--- config.mk ---
export PLATFORM = sky130hd
export DESIGN_NAME = nmcv_cmdq
export DESIGN_NICKNAME = d
export VERILOG_FILES = /design/src/nmcv_pkg.sv /design/src/nmcv_cmdq.sv
export SDC_FILE = /design/constraint.sdc
export NUM_CORES = 1
export LEC_CHECK = 0
export ABC_CLOCK_PERIOD_IN_PS = 3980
export BUFFER_PORTS_ARGS = -buffer_cell sky130_fd_sc_hd__buf_4
export CORE_UTILIZATION = 43
export CTS_BUF_LIST = sky130_fd_sc_hd__clkbuf_16
export CTS_CLUSTER_SIZE = 28
export DETAILED_ROUTE_END_ITERATION = 10
export GPL_TIMING_DRIVEN = 0
export MAX_ROUTING_LAYER = met4
export PLACE_DENSITY = 0.65
export SETUP_SLACK_MARGIN = 0.4
export SYNTH_ARGS = -nofsm -noshare
export SYNTH_HDL_FRONTEND = slang
export SYNTH_SLANG_ARGS = --single-unit
--- constraint.sdc ---
create_clock -name clk -period 3.98 [get_ports clk]
set_input_delay 0.796 -clock clk [delete_from_list [all_inputs] [get_ports clk]]
set_output_delay 0.796 -clock clk [all_outputs]
set_load 0.05 [all_outputs]
--- src/nmcv_pkg.sv ---
// Package with constants, codes and types of the note stack CV engine.
package nmcv_pkg;

	localparam int MIDI_CHANNELS = 16;
	localparam int CH_W          = $clog2(MIDI_CHANNELS);
	localparam int STACK_DEPTH   = 128;
	localparam int STK_IDX_W     = $clog2(STACK_DEPTH);
	localparam int CNT_W         = STK_IDX_W + 1;
	localparam int NOTE_W        = 7;
	localparam int NOTE_DEPTH    = MIDI_CHANNELS * STACK_DEPTH;
	localparam int NOTE_ADDR_W   = $clog2(NOTE_DEPTH);
	localparam int CC_DEPTH      = MIDI_CHANNELS * 128;
	localparam int CC_ADDR_W     = $clog2(CC_DEPTH);
	localparam int QUEUE_DEPTH   = 4;
	localparam int Q_PTR_W       = $clog2(QUEUE_DEPTH);
	localparam int CFG_DATA_W    = 16;
	localparam int CFG_IDX_W     = 3;

	// MIDI status codes.
	localparam logic [7:0] ST_CLOCK    = 8'hf8;
	localparam logic [7:0] ST_START    = 8'hfa;
	localparam logic [7:0] ST_CONTINUE = 8'hfb;
	localparam logic [7:0] ST_STOP     = 8'hfc;
	localparam logic [7:0] ST_NOTE_ON  = 8'h90;
	localparam logic [7:0] ST_NOTE_OFF = 8'h80;
	localparam logic [7:0] ST_CTRL     = 8'hb0;
	localparam logic [7:0] KIND_MASK   = 8'hf0;
	localparam logic [7:0] CHAN_MASK   = 8'h0f;

	localparam logic [1:0] LEN_REALTIME = 2'd1;
	localparam logic [1:0] LEN_CHANNEL  = 2'd3;

	// Configuration register indexes.
	localparam logic [CFG_IDX_W-1:0] REG_WATCH = 3'd0;
	localparam logic [CFG_IDX_W-1:0] REG_TRIG  = 3'd1;
	localparam logic [CFG_IDX_W-1:0] REG_CC    = 3'd2;
	localparam logic [CFG_IDX_W-1:0] REG_DIV   = 3'd3;
	localparam logic [CFG_IDX_W-1:0] REG_PULSE = 3'd4;

	typedef enum logic [2:0] {
		C_TICK, C_ON, C_OFF, C_CC, C_CLK, C_START, C_CONT, C_STOP
	} cmd_kind_t;

	typedef struct packed {
		cmd_kind_t         kind;
		logic [CH_W-1:0]   ch;
		logic [NOTE_W-1:0] d1;
		logic [NOTE_W-1:0] d2;
	} cmd_t;

	typedef struct packed {
		logic [CH_W-1:0]   watch_channel;
		logic [NOTE_W-1:0] trig_note;
		logic [NOTE_W-1:0] cc_number;
		logic [6:0]        clock_division;
		logic [15:0]       pulse_frames;
	} cfg_t;

	typedef struct packed {
		logic [NOTE_W-1:0] pitch_note;
		logic              gate;
		logic              trig;
		logic [NOTE_W-1:0] velocity;
		logic [NOTE_W-1:0] cc_value;
		logic              clock_level;
	} res_t;

	typedef enum logic [3:0] {
		B_CLEAR, B_IDLE, B_TICK0, B_TICK1, B_SCAN, B_SHIFT,
		B_PUSH, B_RELRD, B_RELWT, B_CLKW, B_EMIT
	} back_state_t;

endpackage

--- src/nmcv_cmdq.sv ---
// Short command queue between the front end and the back end.
module nmcv_cmdq (
	input  logic           clk,
	input  logic           arst_n,
	input  logic           push,
	input  nmcv_pkg::cmd_t wdata,
	output logic           full,
	input  logic           pop,
	output nmcv_pkg::cmd_t rdata,
	output logic           empty
);
	import nmcv_pkg::*;

	cmd_t               ent_q [QUEUE_DEPTH];
	logic [Q_PTR_W-1:0] wp_q;
	logic [Q_PTR_W-1:0] rp_q;
	logic [Q_PTR_W:0]   cnt_q;
	logic               do_push;
	logic               do_pop;

	assign full    = (cnt_q == (Q_PTR_W+1)'(QUEUE_DEPTH));
	assign empty   = (cnt_q == '0);
	assign do_push = push && !full;
	assign do_pop  = pop && !empty;
	assign rdata   = ent_q[rp_q];

	// Pointers and fill count.
	always_ff @(posedge clk or negedge arst_n) begin
		if (!arst_n) begin
			wp_q  <= '0;
			rp_q  <= '0;
			cnt_q <= '0;
		end else begin
			if (do_push) begin
				wp_q <= wp_q + 1'b1;
			end
			if (do_pop) begin
				rp_q <= rp_q + 1'b1;
			end
			cnt_q <= cnt_q + (Q_PTR_W+1)'(do_push) - (Q_PTR_W+1)'(do_pop);
		end
	end

	always_ff @(posedge clk) begin
		if (do_push) begin
			ent_q[wp_q] <= wdata;
		end
	end
endmodule

## Yosys cells after proc, flatten, opt, wreduce, memory -nomap -nowiden

Memories as Yosys holds them, arrays and structs flattened.
Index checks and enable logic that the tools add are counted.

- Register bits after elaboration: 7
- Memory bits (writable): 84
- Bits of input ports: 25
- Output and inout bits: 23
- Word-level logic and storage cells: 16
- Memories: 1

- Add/subtract/negate cells: 4
- Equality and inequality tests: 1
- Muxes and demuxes: 2
- Reductions and logical operators: 5

Memories:

| memory | words | width | rd ports | clocked after memory_dff | wr ports | line | source |
|---|---|---|---|---|---|---|---|
| ent_q | 4 | 21 | 1 | 0 | 1 | nmcv_cmdq.sv:14 | `cmd_t ent_q [QUEUE_DEPTH];` |

Operators with widths:

| operator | count |
|---|---|
| adder 2 x 1 -> 2 bit, second input constant | 2 |
| adder 3 x 1 -> 3 bit | 1 |
| == test 3 bit, second input constant | 1 |
| logical NOT 3 bit | 1 |
| subtractor 3 x 1 -> 3 bit | 1 |
| logical AND 1 bit | 2 |
| logical NOT 1 bit | 2 |
| 2-to-1 mux 1 bit | 2 |

## Longest topological paths before layout

- Word-level depth: 5
- Mapped depth: 8
- Depth with buffers taken out: 8

## Worst setup path before layout

Ideal clock, no wire load.

- Path type: register to output
- Start point: reg cnt_q[1]
- End point: out empty
- Data arrival time: 1.545 ns
- Required time: 3.184 ns
- Path slack: 1.639 ns
- Cell stages (with the launch flop): 2
- Buffers on the path: 0
- Path through: dfrtp_1 -> nor3_1

- Word-level cells in the longest chain between the ends: 1

Ends and longest elaborated chain:

| element | line | source |
|---|---|---|
| start, declared | nmcv_cmdq.sv:17 | `logic [Q_PTR_W:0] cnt_q;` |
| start signal, assigned | nmcv_cmdq.sv:40 | `cnt_q <= cnt_q + (Q_PTR_W+1)'(do_push) - (Q_PTR_W+1)'(do_pop);` |
| logical NOT 3 bit | nmcv_cmdq.sv:22 | `assign empty = (cnt_q == '0);` |
| end, declared | nmcv_cmdq.sv:10 | `output logic empty` |

No other way between the ends.

==> impl_metrics.env <==
export IMPL_seqPwrFrac_pct=37.6
export IMPL_std_cell_rows=32
export IMPL_cts_inserted_buffers=9
export IMPL_yosysSeqAreaShare_pct=76.3
export IMPL_synth_distinct_cells=20
export IMPL_ctsHoldBuffers=0
export IMPL_synth_async_reset_ratio_pct=7.69
export IMPL_hold_class="input port to asynchronous set/reset pin"
export IMPL_cp_max_fo=10
export IMPL_drive_above_1_share_pct=39.7
export IMPL_crit_path_end_kind="output pin"
export IMPL_ys_ff_latch=91
export IMPL_max_vdd_ir_drop_uv=419
export IMPL_cts_resized=0
export IMPL_combPwrFrac_pct=41.7
export IMPL_min_period_over_period_pct=63.1
export IMPL_syn2layout_area_growth_pct=21.2
export IMPL_die_y_um=92.7
export IMPL_fill_cells=643
export IMPL_grt_overflow=0
export IMPL_routed_wl_mm=5.70
export IMPL_final_setup_tns_ns=0
export IMPL_pin_count=48
export IMPL_yosys_warnings=0
export IMPL_grt_usage_pct=14.7
export IMPL_yosysTopAreaCell="edfxtp_1"
export IMPL_maxCapViolCount=0
export IMPL_relSlewSlack_pct=23.5
export IMPL_slew_viol_final=0
export IMPL_worstRegToRegCells=8
export IMPL_synth_edf_count=84
export IMPL_reg2reg_slack_ns=1.73
export IMPL_grt_pass1_vias=1691
export IMPL_dieArea_mm2=0.00859
export IMPL_total_leakage_power_nw=1.53
export IMPL_hold_viol=0
export IMPL_worstPathRequired_ns=3.18
export IMPL_cts_tree="done"
export IMPL_p_clk_share_pct=20.6
export IMPL_syn_num_nets=183
export IMPL_rsz0062_at_grt="no"
export IMPL_synth_top_area_share_pct=71.3
export IMPL_port_buffers=47
export IMPL_first_iter_violations=63
export IMPL_setup_worst_path_start_class="register"
export IMPL_p_int_w=0.00227
export IMPL_vias_per_cell=5.16
export IMPL_die_width_um=92.7
export IMPL_crit_reg2reg_launch="cnt_q[1]"
export IMPL_setup_viol=0
export IMPL_route_detailed_drc=0
export IMPL_gp_congestion=0.775
export IMPL_grt_first_pass_wirelength_mm=8.63
export IMPL_hold_slack_ns=0.271
export IMPL_synth_area_leaders="edfxtp_1, mux4_2, dfrtp_1"
export IMPL_dr_pass1_iters=4
export IMPL_synth_cells=151
export IMPL_num_antenna_cells=0
export IMPL_drtAntennaViolNets=0
export IMPL_yosys_most_used_dff="edfxtp_1"
export IMPL_core_area_mm2=0.00785
export IMPL_worstMarginPinSlew_ns=1.15
export IMPL_avgSynthCellArea_um2=23.4
export IMPL_status="finished, final reports clean"
export IMPL_clk_path_buf_depth=2
export IMPL_clk_pin_slew_ns=0.06
export IMPL_syn_area_mm2=0.00354
export IMPL_power_switching_w=0.00136
export IMPL_worstPathArrival_ns=1.72
export IMPL_fmax_mhz=398
export IMPL_antenna_found_initial=0
export IMPL_h_tree_depth=3
export IMPL_period_minus_slack_ns=2.51
export IMPL_skew_ns=0.00670
export IMPL_clk_latency_ns=0.33
export IMPL_hpwl_mm=3.65
export IMPL_post_cts_buffers=0
export IMPL_rr_endpoint="cnt_q[2]"
export IMPL_routedWlPerCell_um=18.0
export IMPL_clock_sinks=91
export IMPL_p_sw_share_pct=37.5
export IMPL_root_buffer="clkbuf_16"
export IMPL_grt_max_degree=22
export IMPL_p_per_area_mw_per_mm2=846
export IMPL_critical_path_class="register to output pin"
export IMPL_start_util_pct=45.1
export IMPL_nets=241
export IMPL_vias=1629
Yosys cell counts (all sizes together) (2+ instances only):
master	instances
edfxtp	84
mux4	21
dfrtp	7
ha	6
inv	6
buf	5
and3b	4
nand2b	4
xnor2	4
nand4bb	2
o211ai	2
area by class of cell:
cell class / instances / area, um2 / area share, %
buffer: 5 / 61.3 / 1.43
clock buffer: 9 / 225 / 5.25
clock inverter: 7 / 45.0 / 1.05
inverter: 6 / 22.5 / 0.525
multi-input combinational: 49 / 756 / 17.6
sequential: 91 / 2700 / 62.9
tap: 102 / 128 / 2.98
timing repair buffer: 47 / 353 / 8.23
stage by stage:
| step | area, um2 | instances | total power (W) | util (%) | worst slack (ns) |
|---|---|---|---|---|---|
| floorplan | 3540 | 151 | 0.00250 | - | 1.64 |
| global placement | 4020 | 300 | 0.00288 | 51.2 | 1.65 |
| detailed placement | 4020 | 300 | 0.00293 | 51.2 | 1.59 |
| CTS | 4290 | 316 | 0.00367 | 54.6 | 1.45 |
| global route | 4290 | 316 | 0.00378 | 54.6 | 1.42 |
| finish | 4290 | 316 | 0.00363 | 54.6 | 1.47 |
power by group through the flow:
stage	registers [W]	logic, W	clock network [W]
6_report	0.00137	0.00151	0.000748
5_1_grt	0.00138	0.00160	0.000800
3_3_place_gp	0.00137	0.00151	0
3_5_place_dp	0.00139	0.00154	0
4_1_cts	0.00137	0.00154	0.000763
2_1_floorplan	0.00135	0.00115	0
cells in the final DEF (no fill, tap or decap), types with 3 or more instances in the layout:
cell | Yosys | routed
nand2b_1 | 4 | 4
edfxtp_1 | 84 | 84
inv_1 | 6 | 6
xnor2_1 | 4 | 4
dfrtp_1 | 7 | 7
and3b_1 | 4 | 4
buf_4 | 0 | 47
mux4_1 | 3 | 3
mux4_2 | 18 | 18
clkbuf_16 | 0 | 9
ha_1 | 6 | 6
cell families after synthesis:
kind of cell	share of synthesized area [%]
flops	76.3
mux	13.7
compound gates	0.884
xor+xnor	0.990
simple gates	3.11
buf+inv	2.37
fa+ha+maj	2.69
worst max-delay path, cell delays in order (launching register included):
cell and delay [ns]:
dfrtp_1 0.36, buf_6 0.14, buf_12 0.15, mux4_2 0.52
buf_4 0.21
registers in the layout (all words and copies together) (netlist names):
name / count
ent_q: 84
rp_q: 2
wp_q: 2
cnt_q: 3
layer usage:
layer / GRT usage, % / part of all wire [%]
met1: 16.4 / 42
met2: 25.3 / 54
met3: 3.20 / 3.4
met4: 6.54 / 1.5
met5: - / 0
how the worst max path moves through the flow:
stage          startpoint  slack [ns]         to
6_report          rp_q[0]        1.47  rdata[16]
5_1_grt           rp_q[0]        1.42  rdata[16]
4_1_cts           rp_q[0]        1.45  rdata[16]
3_5_place_dp          pop        1.59   cnt_q[2]
3_3_place_gp          pop        1.65   cnt_q[2]
2_1_floorplan    cnt_q[1]        1.64      empty
Power figures use the tool's default switching activity.
