--- src/nmcv_pkg.sv ---
// Package with constants, codes and types of the note stack CV engine.
package nmcv_pkg;

	localparam int MIDI_CHANNELS = 16;
	localparam int CH_W          = $clog2(MIDI_CHANNELS);
	localparam int STACK_DEPTH   = 128;
	localparam int STK_IDX_W     = $clog2(STACK_DEPTH);
	localparam int CNT_W         = STK_IDX_W + 1;
	localparam int NOTE_W        = 7;
	localparam int NOTE_DEPTH    = MIDI_CHANNELS * STACK_DEPTH;
	localparam int NOTE_ADDR_W   = $clog2(NOTE_DEPTH);
	localparam int CC_DEPTH      = MIDI_CHANNELS * 128;
	localparam int CC_ADDR_W     = $clog2(CC_DEPTH);
	localparam int QUEUE_DEPTH   = 4;
	localparam int Q_PTR_W       = $clog2(QUEUE_DEPTH);
	localparam int CFG_DATA_W    = 16;
	localparam int CFG_IDX_W     = 3;

	// MIDI status codes.
	localparam logic [7:0] ST_CLOCK    = 8'hf8;
	localparam logic [7:0] ST_START    = 8'hfa;
	localparam logic [7:0] ST_CONTINUE = 8'hfb;
	localparam logic [7:0] ST_STOP     = 8'hfc;
	localparam logic [7:0] ST_NOTE_ON  = 8'h90;
	localparam logic [7:0] ST_NOTE_OFF = 8'h80;
	localparam logic [7:0] ST_CTRL     = 8'hb0;
	localparam logic [7:0] KIND_MASK   = 8'hf0;
	localparam logic [7:0] CHAN_MASK   = 8'h0f;

	localparam logic [1:0] LEN_REALTIME = 2'd1;
	localparam logic [1:0] LEN_CHANNEL  = 2'd3;

	// Configuration register indexes.
	localparam logic [CFG_IDX_W-1:0] REG_WATCH = 3'd0;
	localparam logic [CFG_IDX_W-1:0] REG_TRIG  = 3'd1;
	localparam logic [CFG_IDX_W-1:0] REG_CC    = 3'd2;
	localparam logic [CFG_IDX_W-1:0] REG_DIV   = 3'd3;
	localparam logic [CFG_IDX_W-1:0] REG_PULSE = 3'd4;

	typedef enum logic [2:0] {
		C_TICK, C_ON, C_OFF, C_CC, C_CLK, C_START, C_CONT, C_STOP
	} cmd_kind_t;

	typedef struct packed {
		cmd_kind_t         kind;
		logic [CH_W-1:0]   ch;
		logic [NOTE_W-1:0] d1;
		logic [NOTE_W-1:0] d2;
	} cmd_t;

	typedef struct packed {
		logic [CH_W-1:0]   watch_channel;
		logic [NOTE_W-1:0] trig_note;
		logic [NOTE_W-1:0] cc_number;
		logic [6:0]        clock_division;
		logic [15:0]       pulse_frames;
	} cfg_t;

	typedef struct packed {
		logic [NOTE_W-1:0] pitch_note;
		logic              gate;
		logic              trig;
		logic [NOTE_W-1:0] velocity;
		logic [NOTE_W-1:0] cc_value;
		logic              clock_level;
	} res_t;

	typedef enum logic [3:0] {
		B_CLEAR, B_IDLE, B_TICK0, B_TICK1, B_SCAN, B_SHIFT,
		B_PUSH, B_RELRD, B_RELWT, B_CLKW, B_EMIT
	} back_state_t;

endpackage

--- src/nmcv_front.sv ---
// Front end: accepts input items, classifies them and drops those with no effect.
module nmcv_front (
	input  logic                clk,
	input  logic                arst_n,
	input  logic                push,
	output logic                full,
	input  logic                clearing,
	input  logic                mode,
	input  logic [1:0]          msg_len,
	input  logic [7:0]          status_byte,
	input  logic [6:0]          data_one,
	input  logic [6:0]          data_two,
	output logic                q_push,
	output nmcv_pkg::cmd_t      q_cmd,
	input  logic                q_full
);
	import nmcv_pkg::*;

	logic       v_s1;
	cmd_t       cmd_s1;
	cmd_t       cls;
	logic       keep;
	logic       accept;
	logic [7:0] kind;

	// Decode one item into a command for the back end.
	always_comb begin
		kind     = status_byte & KIND_MASK;
		cls.kind = C_TICK;
		cls.ch   = CH_W'(status_byte & CHAN_MASK);
		cls.d1   = data_one;
		cls.d2   = data_two;
		keep     = 1'b0;
		if (mode) begin
			keep = 1'b1;
		end else if (msg_len == LEN_REALTIME) begin
			keep = 1'b1;
			priority case (status_byte)
				ST_CLOCK:    cls.kind = C_CLK;
				ST_START:    cls.kind = C_START;
				ST_CONTINUE: cls.kind = C_CONT;
				ST_STOP:     cls.kind = C_STOP;
				default:     keep = 1'b0;
			endcase
		end else if (msg_len == LEN_CHANNEL) begin
			keep = 1'b1;
			priority case (kind)
				ST_NOTE_ON:  cls.kind = (data_two != 7'd0) ? C_ON : C_OFF;
				ST_NOTE_OFF: cls.kind = C_OFF;
				ST_CTRL:     cls.kind = C_CC;
				default:     keep = 1'b0;
			endcase
		end
	end

	assign full   = clearing || (v_s1 && q_full);
	assign accept = push && !full;
	assign q_push = v_s1 && !q_full;
	assign q_cmd  = cmd_s1;

	// Single holding stage in front of the command queue.
	always_ff @(posedge clk or negedge arst_n) begin
		if (!arst_n) begin
			v_s1 <= 1'b0;
		end else if (accept) begin
			v_s1 <= keep;
		end else if (q_push) begin
			v_s1 <= 1'b0;
		end
	end

	always_ff @(posedge clk) begin
		if (accept) begin
			cmd_s1 <= cls;
		end
	end
endmodule

--- config.mk ---
export PLATFORM = sky130hd
export DESIGN_NAME = nmcv_front
export DESIGN_NICKNAME = d
export VERILOG_FILES = /design/src/nmcv_pkg.sv /design/src/nmcv_front.sv
export SDC_FILE = /design/constraint.sdc
export NUM_CORES = 1
export LEC_CHECK = 0
export BUFFER_PORTS_ARGS = -buffer_cell sky130_fd_sc_hd__buf_2
export CAP_MARGIN = 20
export CORE_ASPECT_RATIO = 1.25
export CORE_MARGIN = 2
export CORE_UTILIZATION = 41
export DETAILED_ROUTE_END_ITERATION = 10
export GPL_TIMING_DRIVEN = 0
export PLACE_DENSITY = 0.82
export RECOVER_POWER = 25
export SLEW_MARGIN = 20
export SYNTH_ARGS = -nofsm -noshare
export SYNTH_HDL_FRONTEND = slang
export SYNTH_SLANG_ARGS = --single-unit
--- constraint.sdc ---
create_clock -name clk -period 2.63 [get_ports clk]
set_input_delay 0.526 -clock clk [delete_from_list [all_inputs] [get_ports clk]]
set_output_delay 0.526 -clock clk [all_outputs]
set_load 0.02 [all_outputs]
Yosys cells after proc, flatten, opt, wreduce, memory -nomap -nowiden. Cells that the tools add are included.

Flip-flop bits (word level): 22. Input bits: 30.

Equality and inequality tests: 9. Mux-type cells: 12. Reduce and logical (&&, ||, !) cells: 10.

Operators with widths (count): $eq 8x8->1 const B (4); $eq 4x4->1 const B (3); $pmux 3 s4 (1); $mux 1 (7); $reduce_bool 7->1 (1); $pmux 2 s3 (1); $mux 2 (2); $reduce_or 4->1 (1); $logic_and 1x1->1 (3); $mux 3 (1); $reduce_or 3->1 (1); $eq 2x1->1 const B (1); $eq 2x2->1 const B (1); $logic_not 1->1 (2); $reduce_bool 2->1 (1); $logic_or 1x1->1 (1).

Depth between registers and ports, before layout. Gate-level depths: netlist (run 1).

Depth after elaboration: 7. Depth in mapped cells: 3. Depth with buffers taken out: 3.

Worst setup path after synthesis (run 1). Ideal clock, no wire load.

Path kind: input-to-reg. From: input port clearing. To: register cmd_s1 (netlist bit q_cmd[0]) (enable). Setup time: 0.406 ns. Arrival time: 1.736 ns. Setup slack: 0.488 ns. Stages: 2. Path buffers: 0. Cell sequence: nand2b_1 -> a21oi_1.

Word-level cells in the longest chain between the ends: 3.

RTL lines: from (decl) (line nmcv_front.sv:7) `input logic clearing,`; $logic_or 1x1->1 (line nmcv_front.sv:56) `assign full = clearing || (v_s1 && q_full);`; $logic_not 1->1 (line nmcv_front.sv:57) `assign accept = push && !full;`; $logic_and 1x1->1 (line nmcv_front.sv:57); net accept (line nmcv_front.sv:23) `logic accept;`; to (signal assigned) (line nmcv_front.sv:74) `cmd_s1 <= cls;`; to (decl) (line nmcv_front.sv:20) `cmd_t cmd_s1;`.

The timed path passes the listed nets, and every way through them passes these cells. A chain may end at the register's enable or synchronous reset.

Worst setup path after layout (run 1).
From: register v_s1. To: output port full.

Word-level cells in the longest chain between the ends: 2.

RTL lines: from (decl) (line nmcv_front.sv:19) `logic v_s1;`; from (signal assigned) (line nmcv_front.sv:66) `v_s1 <= keep;`; $logic_and 1x1->1 (line nmcv_front.sv:56); $logic_or 1x1->1 (line nmcv_front.sv:56); to (decl) (line nmcv_front.sv:6) `output logic full,`.

No other way between the ends.

==> qor.yml, run 1 <==
status: "complete, no violations"
syn_area_um2: 855
r2r_end: "q_cmd[18]"
yosys.area_share.xor_xnor_pct: 1.02
place_ws_ns: 0.826
io_pins: 53
slowest_delay_ns: 0.43
numCtsBuffers: 3
layout_common_cells: "buf_2, edfxtp_1, nor2b_1, clkbuf_1, clkbuf_4"
worst_slew_pin_slew_ns: 0.412
syn2layout_area_growth_pct: 38.9
relSlewSlack_pct: 72.6
startpoint: "v_s1"
dieArea_um2: 2470
grt_pass1_wl_mm: 2.60
synthesis.nets: 80
final_nets: 139
clock_path_buffers: 2
wl_per_cell_um: 13.2
slew_violations: 0
hold_ws_ns: 0.385
post_cts_buffers: 0
grt_max_degree: 16
cts_sinks: 22
yosys_warnings: 0
synth_seq_cells: 22
clk_pin_slew_ns: 0.12
portBuffers: 52
r2r_setup_slack_ns: 1.30
cp_max_fo: 4
post-route-util_pct: 59.9
crit_chain: "nand2_1 -> nand2b_1 -> buf_2"
arrival_ns: 1.03
avgSynthCellArea_um2: 17.1
fin_cells: 128
end_kind: "output port"
min_from: "data_one[4]"
yosys.cell_types.count: 23
cp-start-kind: "flop"
drtIter0Drc: 7
fin_area_um2: 1190
timing.final.ws_setup_ns: 1.08
period_needed_ns: 1.55
clockRootBuffer: "clkbuf_4"
finClkSkew_ns: 0.00687
r2r_start: "v_s1"
syn_inst: 50
diodes: 0
min_to: "q_cmd[11]"
dr_wl_met3_um: 185
dpl.hpwl_mm: 1.34
first_pass_iters: 4
setup_viol: 0
drive_gt1_share_pct: 51.9
synth-simple-area-share_pct: 12.7
hp-class: "input port to flop"
cp_slowest_cell: "dfrtp_1"
start_util_pct: 43.1
worstPathRequired_ns: 2.10
dr.max_layer_used: "met4"
fin_crit_sh_pct: 59.1
rsz0062_at_grt: "false"
worst-r2r-cell-count: 2
overflow: 0
synth_compound_area_share_pct: 7.91
via_count: 654
wl_mm: 1.69
h-tree-depth: 1
fin_tns_setup_ns: 0
maxCapViolations: 0
grt.total_usage_pct: 15.4
synth_top_family_by_area: "simple AND/OR/NAND/NOR gates"
core-area_um2: 1980
die-height_um: 55.0
met2RoutedLength_um: 815
gp_congestion: 0.761
cellPowerDensity_nw_per_um2: 544
yosysSeqAreaShare_pct: 76.7
rows: 18
drc: 0
peakVddDrop_mv: 0.319
antenna_found_initial: 0
place_area_um2: 1150
synth_mux_area_share_pct: 1.17
hold_depth: 1
die_x_um: 44.8
p_leak_nw: 0.506
vias_per_cell: 5.11
clkLatencyLatePin_ns: 0.31
drt-met1-wl_um: 629
critical_path_class: "flop to output port"
grt_pass1_vias: 610
final_common_cell: "buf_2"
max_freq_mhz: 644
antenna_left: 0
synth_fa_ha_area_share_pct: 0
tritoncts: "yes"
dp.cells: 123
hold_viol: 0
power.total_uw: 646
-- report_power, final --
group / total (mW) / internal (mW) / switching, mW
logic: 0.0855 / 0.0359 / 0.0496
registers: 0.404 / 0.400 / 0.00379
clock network: 0.157 / 0.0592 / 0.0975
total: 0.646 / 0.495 / 0.151
-- registers in the layout, summed over array words and instances (netlist names) --
signal	count
q_cmd	21
v_s1	1
-- cell type report --
cell class | instances | area [um2]
repair buffers | 54 | 278
multi-input cells | 27 | 199
inverters | 1 | 3.75
flip-flops and latches | 22 | 656
well taps | 20 | 25.0
clock buffers | 4 | 26.3
fillers | 161 | 795
-- metal layers --
metal / GRT usage, % / vias to the layer above
met4: 13.2 / 0
met3: 2.60 / 4
li1: - / 317
met2: 26.1 / 39
met5: 0 / -
met1: 16.6 / 294
-- critical path: cells and delay by family, from the launching register on --
| family | cells | cell delay [ns] |
|---|---|---|
| buffers and inverters | 1 | 0.15 |
| and+or+nand+nor | 2 | 0.14 |
| DFF | 1 | 0.43 |
-- logic make-up after synthesis --
group	count (synthesis)
simple gates	17
mux	1
xor+xnor	1
buf+inv	1
compound gates	8
flops	22
-- worst max path at each step --
| stage | endpoint | slack [ns] | cells after the start |
|---|---|---|---|
| floorplan | q_cmd[0] | 0.49 | 2 |
| global route | full | 0.99 | 3 |
| detailed placement | q_cmd[19] | 0.83 | 4 |
| global placement | q_cmd[9] | 0.08 | 3 |
| finish | full | 1.08 | 3 |
| CTS | full | 1.06 | 3 |
-- synthesized netlist by cell type --
master | instances | share of area [%]
and3b_1 | 1 | 1.0
mux2i_1 | 1 | 1.2
nor3_1 | 1 | 0.59
a21oi_1 | 3 | 1.8
or4_4 | 1 | 1.3
and2_1 | 1 | 0.73
nand2_1 | 1 | 0.44
dfrtp_1 | 1 | 2.9
and4b_1 | 1 | 1.2
o2111ai_1 | 1 | 1.0
o32ai_1 | 1 | 1.0
nor2b_1 | 4 | 2.9
o211a_1 | 1 | 1.2
inv_1 | 1 | 0.44
nor2_1 | 1 | 0.44
xnor2_1 | 1 | 1.0
o32ai_2 | 1 | 1.9
nand2b_1 | 2 | 1.5
nand3_1 | 2 | 1.2
edfxtp_1 | 21 | 74
or3_1 | 1 | 0.73
a32oi_1 | 1 | 1.0
nand4_1 | 1 | 0.73
-- what timing repair did --
action,4_1_cts,5_1_grt
gates resized for setup,0,0
hold buffers,1,0
hold endpoints to repair,1,0
(Power assumes the default switching activity.)
==> inputs of run 2 (changes only) <==
Settings changed: CORE_UTILIZATION 41 to 37, PLACE_DENSITY 0.82 to 0.79.
Clock period 2.63 ns to 1.4 ns, I/O delays scaled along.
==> run 2 against run 1 <==
Utilization fell by 4.2 points. Global-route usage fell by 2.7 points. Flip-flop and latch count did not move. Via count fell by 1.7%. Highest routed layer unchanged.
==> qor.yml, run 2 (synthesized netlist as in run 1, its figures left out) <==
status: "complete, no violations"
antenna_left: 0  # unchanged
setup_viol: 0  # unchanged
cp_slowest_cell: "a21oi_4"
slowest_delay_ns: 0.54  # +0.11 ns
antenna_found_initial: 0  # unchanged
worstPathRequired_ns: 1.35  # -0.75 ns
tritoncts: "yes"
start_util_pct: 39.1  # -4.0 points
clockRootBuffer: "clkbuf_4"
clkLatencyLatePin_ns: 0.30  # about the same
fillCellCount: 199  # +24%
finClkSkew_ns: 0.00130  # -0.00557 ns
switching_share_pct: 22.2  # -1.2 points
cp_max_fo: 21  # +17
grt_max_degree: 22  # +6
peakVddDrop_mv: 0.544  # +71%
clk_pin_slew_ns: 0.11  # about the same
wl_mm: 1.65  # -2.1%
maxCapViolations: 0  # unchanged
power.total_mw: 1.26  # +95%
crit_chain: "a21oi_4"
arrival_ns: 1.29  # +0.26 ns
hold_viol: 0  # unchanged
clock_path_buffers: 2  # unchanged
p_leak_nw: 0.518  # +2.3%
dr.max_layer_used: "met4"
final_common_cell: "buf_2"
critical_path_class: "flop to flop"
period_needed_ns: 1.34
drc: 0  # unchanged
portBuffers: 52  # unchanged
p_int_uw: 980  # +98%
die-height_um: 57.7  # +4.9%
die_x_um: 47.0  # +4.8%
pwr-share-clk_pct: 26.7  # +2.5 points
first_pass_iters: 4  # unchanged
seqPwrFrac_pct: 60.4  # -2.1 points
rows: 19  # +1
gp_congestion: 0.774  # +1.6%
post_cts_buffers: 0  # unchanged
numCtsBuffers: 3  # unchanged
crit_family: "compound AO/OA/AOI/OAI gates"
largest_register_ffs: 21  # unchanged
grt_pass1_vias: 616  # +0.98%
diodes: 0  # unchanged
vias_per_cell: 4.66  # -8.8%
core-area_um2: 2190  # +10%
drtIter0Drc: 9  # +2
hp-class: "input port to flop"
overflow: 0  # unchanged
wl_per_cell_um: 12.0  # -9.2%
worst_slew_pin_slew_ns: 0.630  # +0.218 ns
cp_num_buf_inv: 0  # -1
drt-met1-wl_um: 630  # +0.16%
relSlewSlack_pct: 57.9  # -15 points
cp-start-kind: "flop"
max_freq_mhz: 745
pwr-share-comb_pct: 12.9  # -0.3 points
fin_crit_sh_pct: 95.9
final_nets: 138  # -0.72%
slew_violations: 0  # unchanged
dr_wl_met3_um: 171  # -7.6%
end_kind: "flop"
grt_pass1_wl_mm: 2.41  # -7.4%
cellPowerDensity_nw_per_um2: 1030  # +90%
h-tree-depth: 1  # unchanged
hold_ws_ns: 0.147  # -0.238 ns
via_count: 643  # -1.7%
drive_gt1_share_pct: 55.1  # +3.3 points
io_pins: 53  # unchanged
rsz0062_at_grt: "true"
dieArea_um2: 2710  # +9.9%
switchingPower_uw: 279  # +85%
layout_common_cells: "buf_2, edfxtp_1, nor2b_1"
met2RoutedLength_um: 793  # -2.7%
grt.total_usage_pct: 12.7  # -2.7 points
cts_sinks: 22  # unchanged
syn2layout_area_growth_pct: 42.5
[run 2: cell type report]
cell class,count,area [um2],share of cell area [%]
Multi-Input combinational cell,27,206,17.0
Tap cell,31,38.8,3.19
Inverter,1,3.75,0.308
Timing Repair Buffer,53,277,22.7
Sequential cell,22,656,53.9
Clock buffer,4,36.3,2.98
[run 2: final timing paths]
kind | start | slack (ns) | end | cells after the start
setup / recovery | v_s1 | 0.06 | q_cmd[18] | 1
hold / removal | data_one[2] | 0.15 | q_cmd[9] | 1
setup reg to reg | v_s1 | 0.06 | q_cmd[18] | 1
hold reg to reg | v_s1 | 0.64 | v_s1 | 2
max in group asynchronous | arst_n | 1.05 | v_s1 | 2
min in group asynchronous | arst_n | 0.27 | v_s1 | 2
[run 2: layer usage]
| metal | global-route usage, % | vias to the layer above |
|---|---|---|
| li1 | - | 315 |
| met1 | 12.5 | 285 |
| met2 | 21.9 | 39 |
| met3 | 1.87 | 4 |
| met4 | 10.7 | 0 |
| met5 | 0 | - |
[run 2: per-stage QoR]
step	cell area (um2)	std cells	worst slack (ns)	util, %	setup TNS, ns
after detailed placement	1160	133	-0.145	53.3	-1.88
after global placement	1160	133	-0.138	53.3	-1.49
final	1220	138	0.0574	55.7	0
after floorplan	866	50	0.0276	-	0
after global routing	1220	138	-0.0318	55.7	-0.554
after CTS	1210	138	0.0257	55.4	0
[run 2: power groups by stage]
stage,Combinational [mW],Sequential [mW],Clock [mW]
CTS,0.162,0.761,0.345
detailed placement,0.159,0.776,0
global placement,0.156,0.775,0
floorplan,0.0432,0.809,0
global route,0.177,0.763,0.360
finish,0.162,0.760,0.336
[run 2: timing repair]
item | CTS | global route
hold buffers | 1 | 0
endpoints found under the hold margin | 1 | 0
gates resized for setup | 0 | 2
setup endpoints to repair | 0 | 22
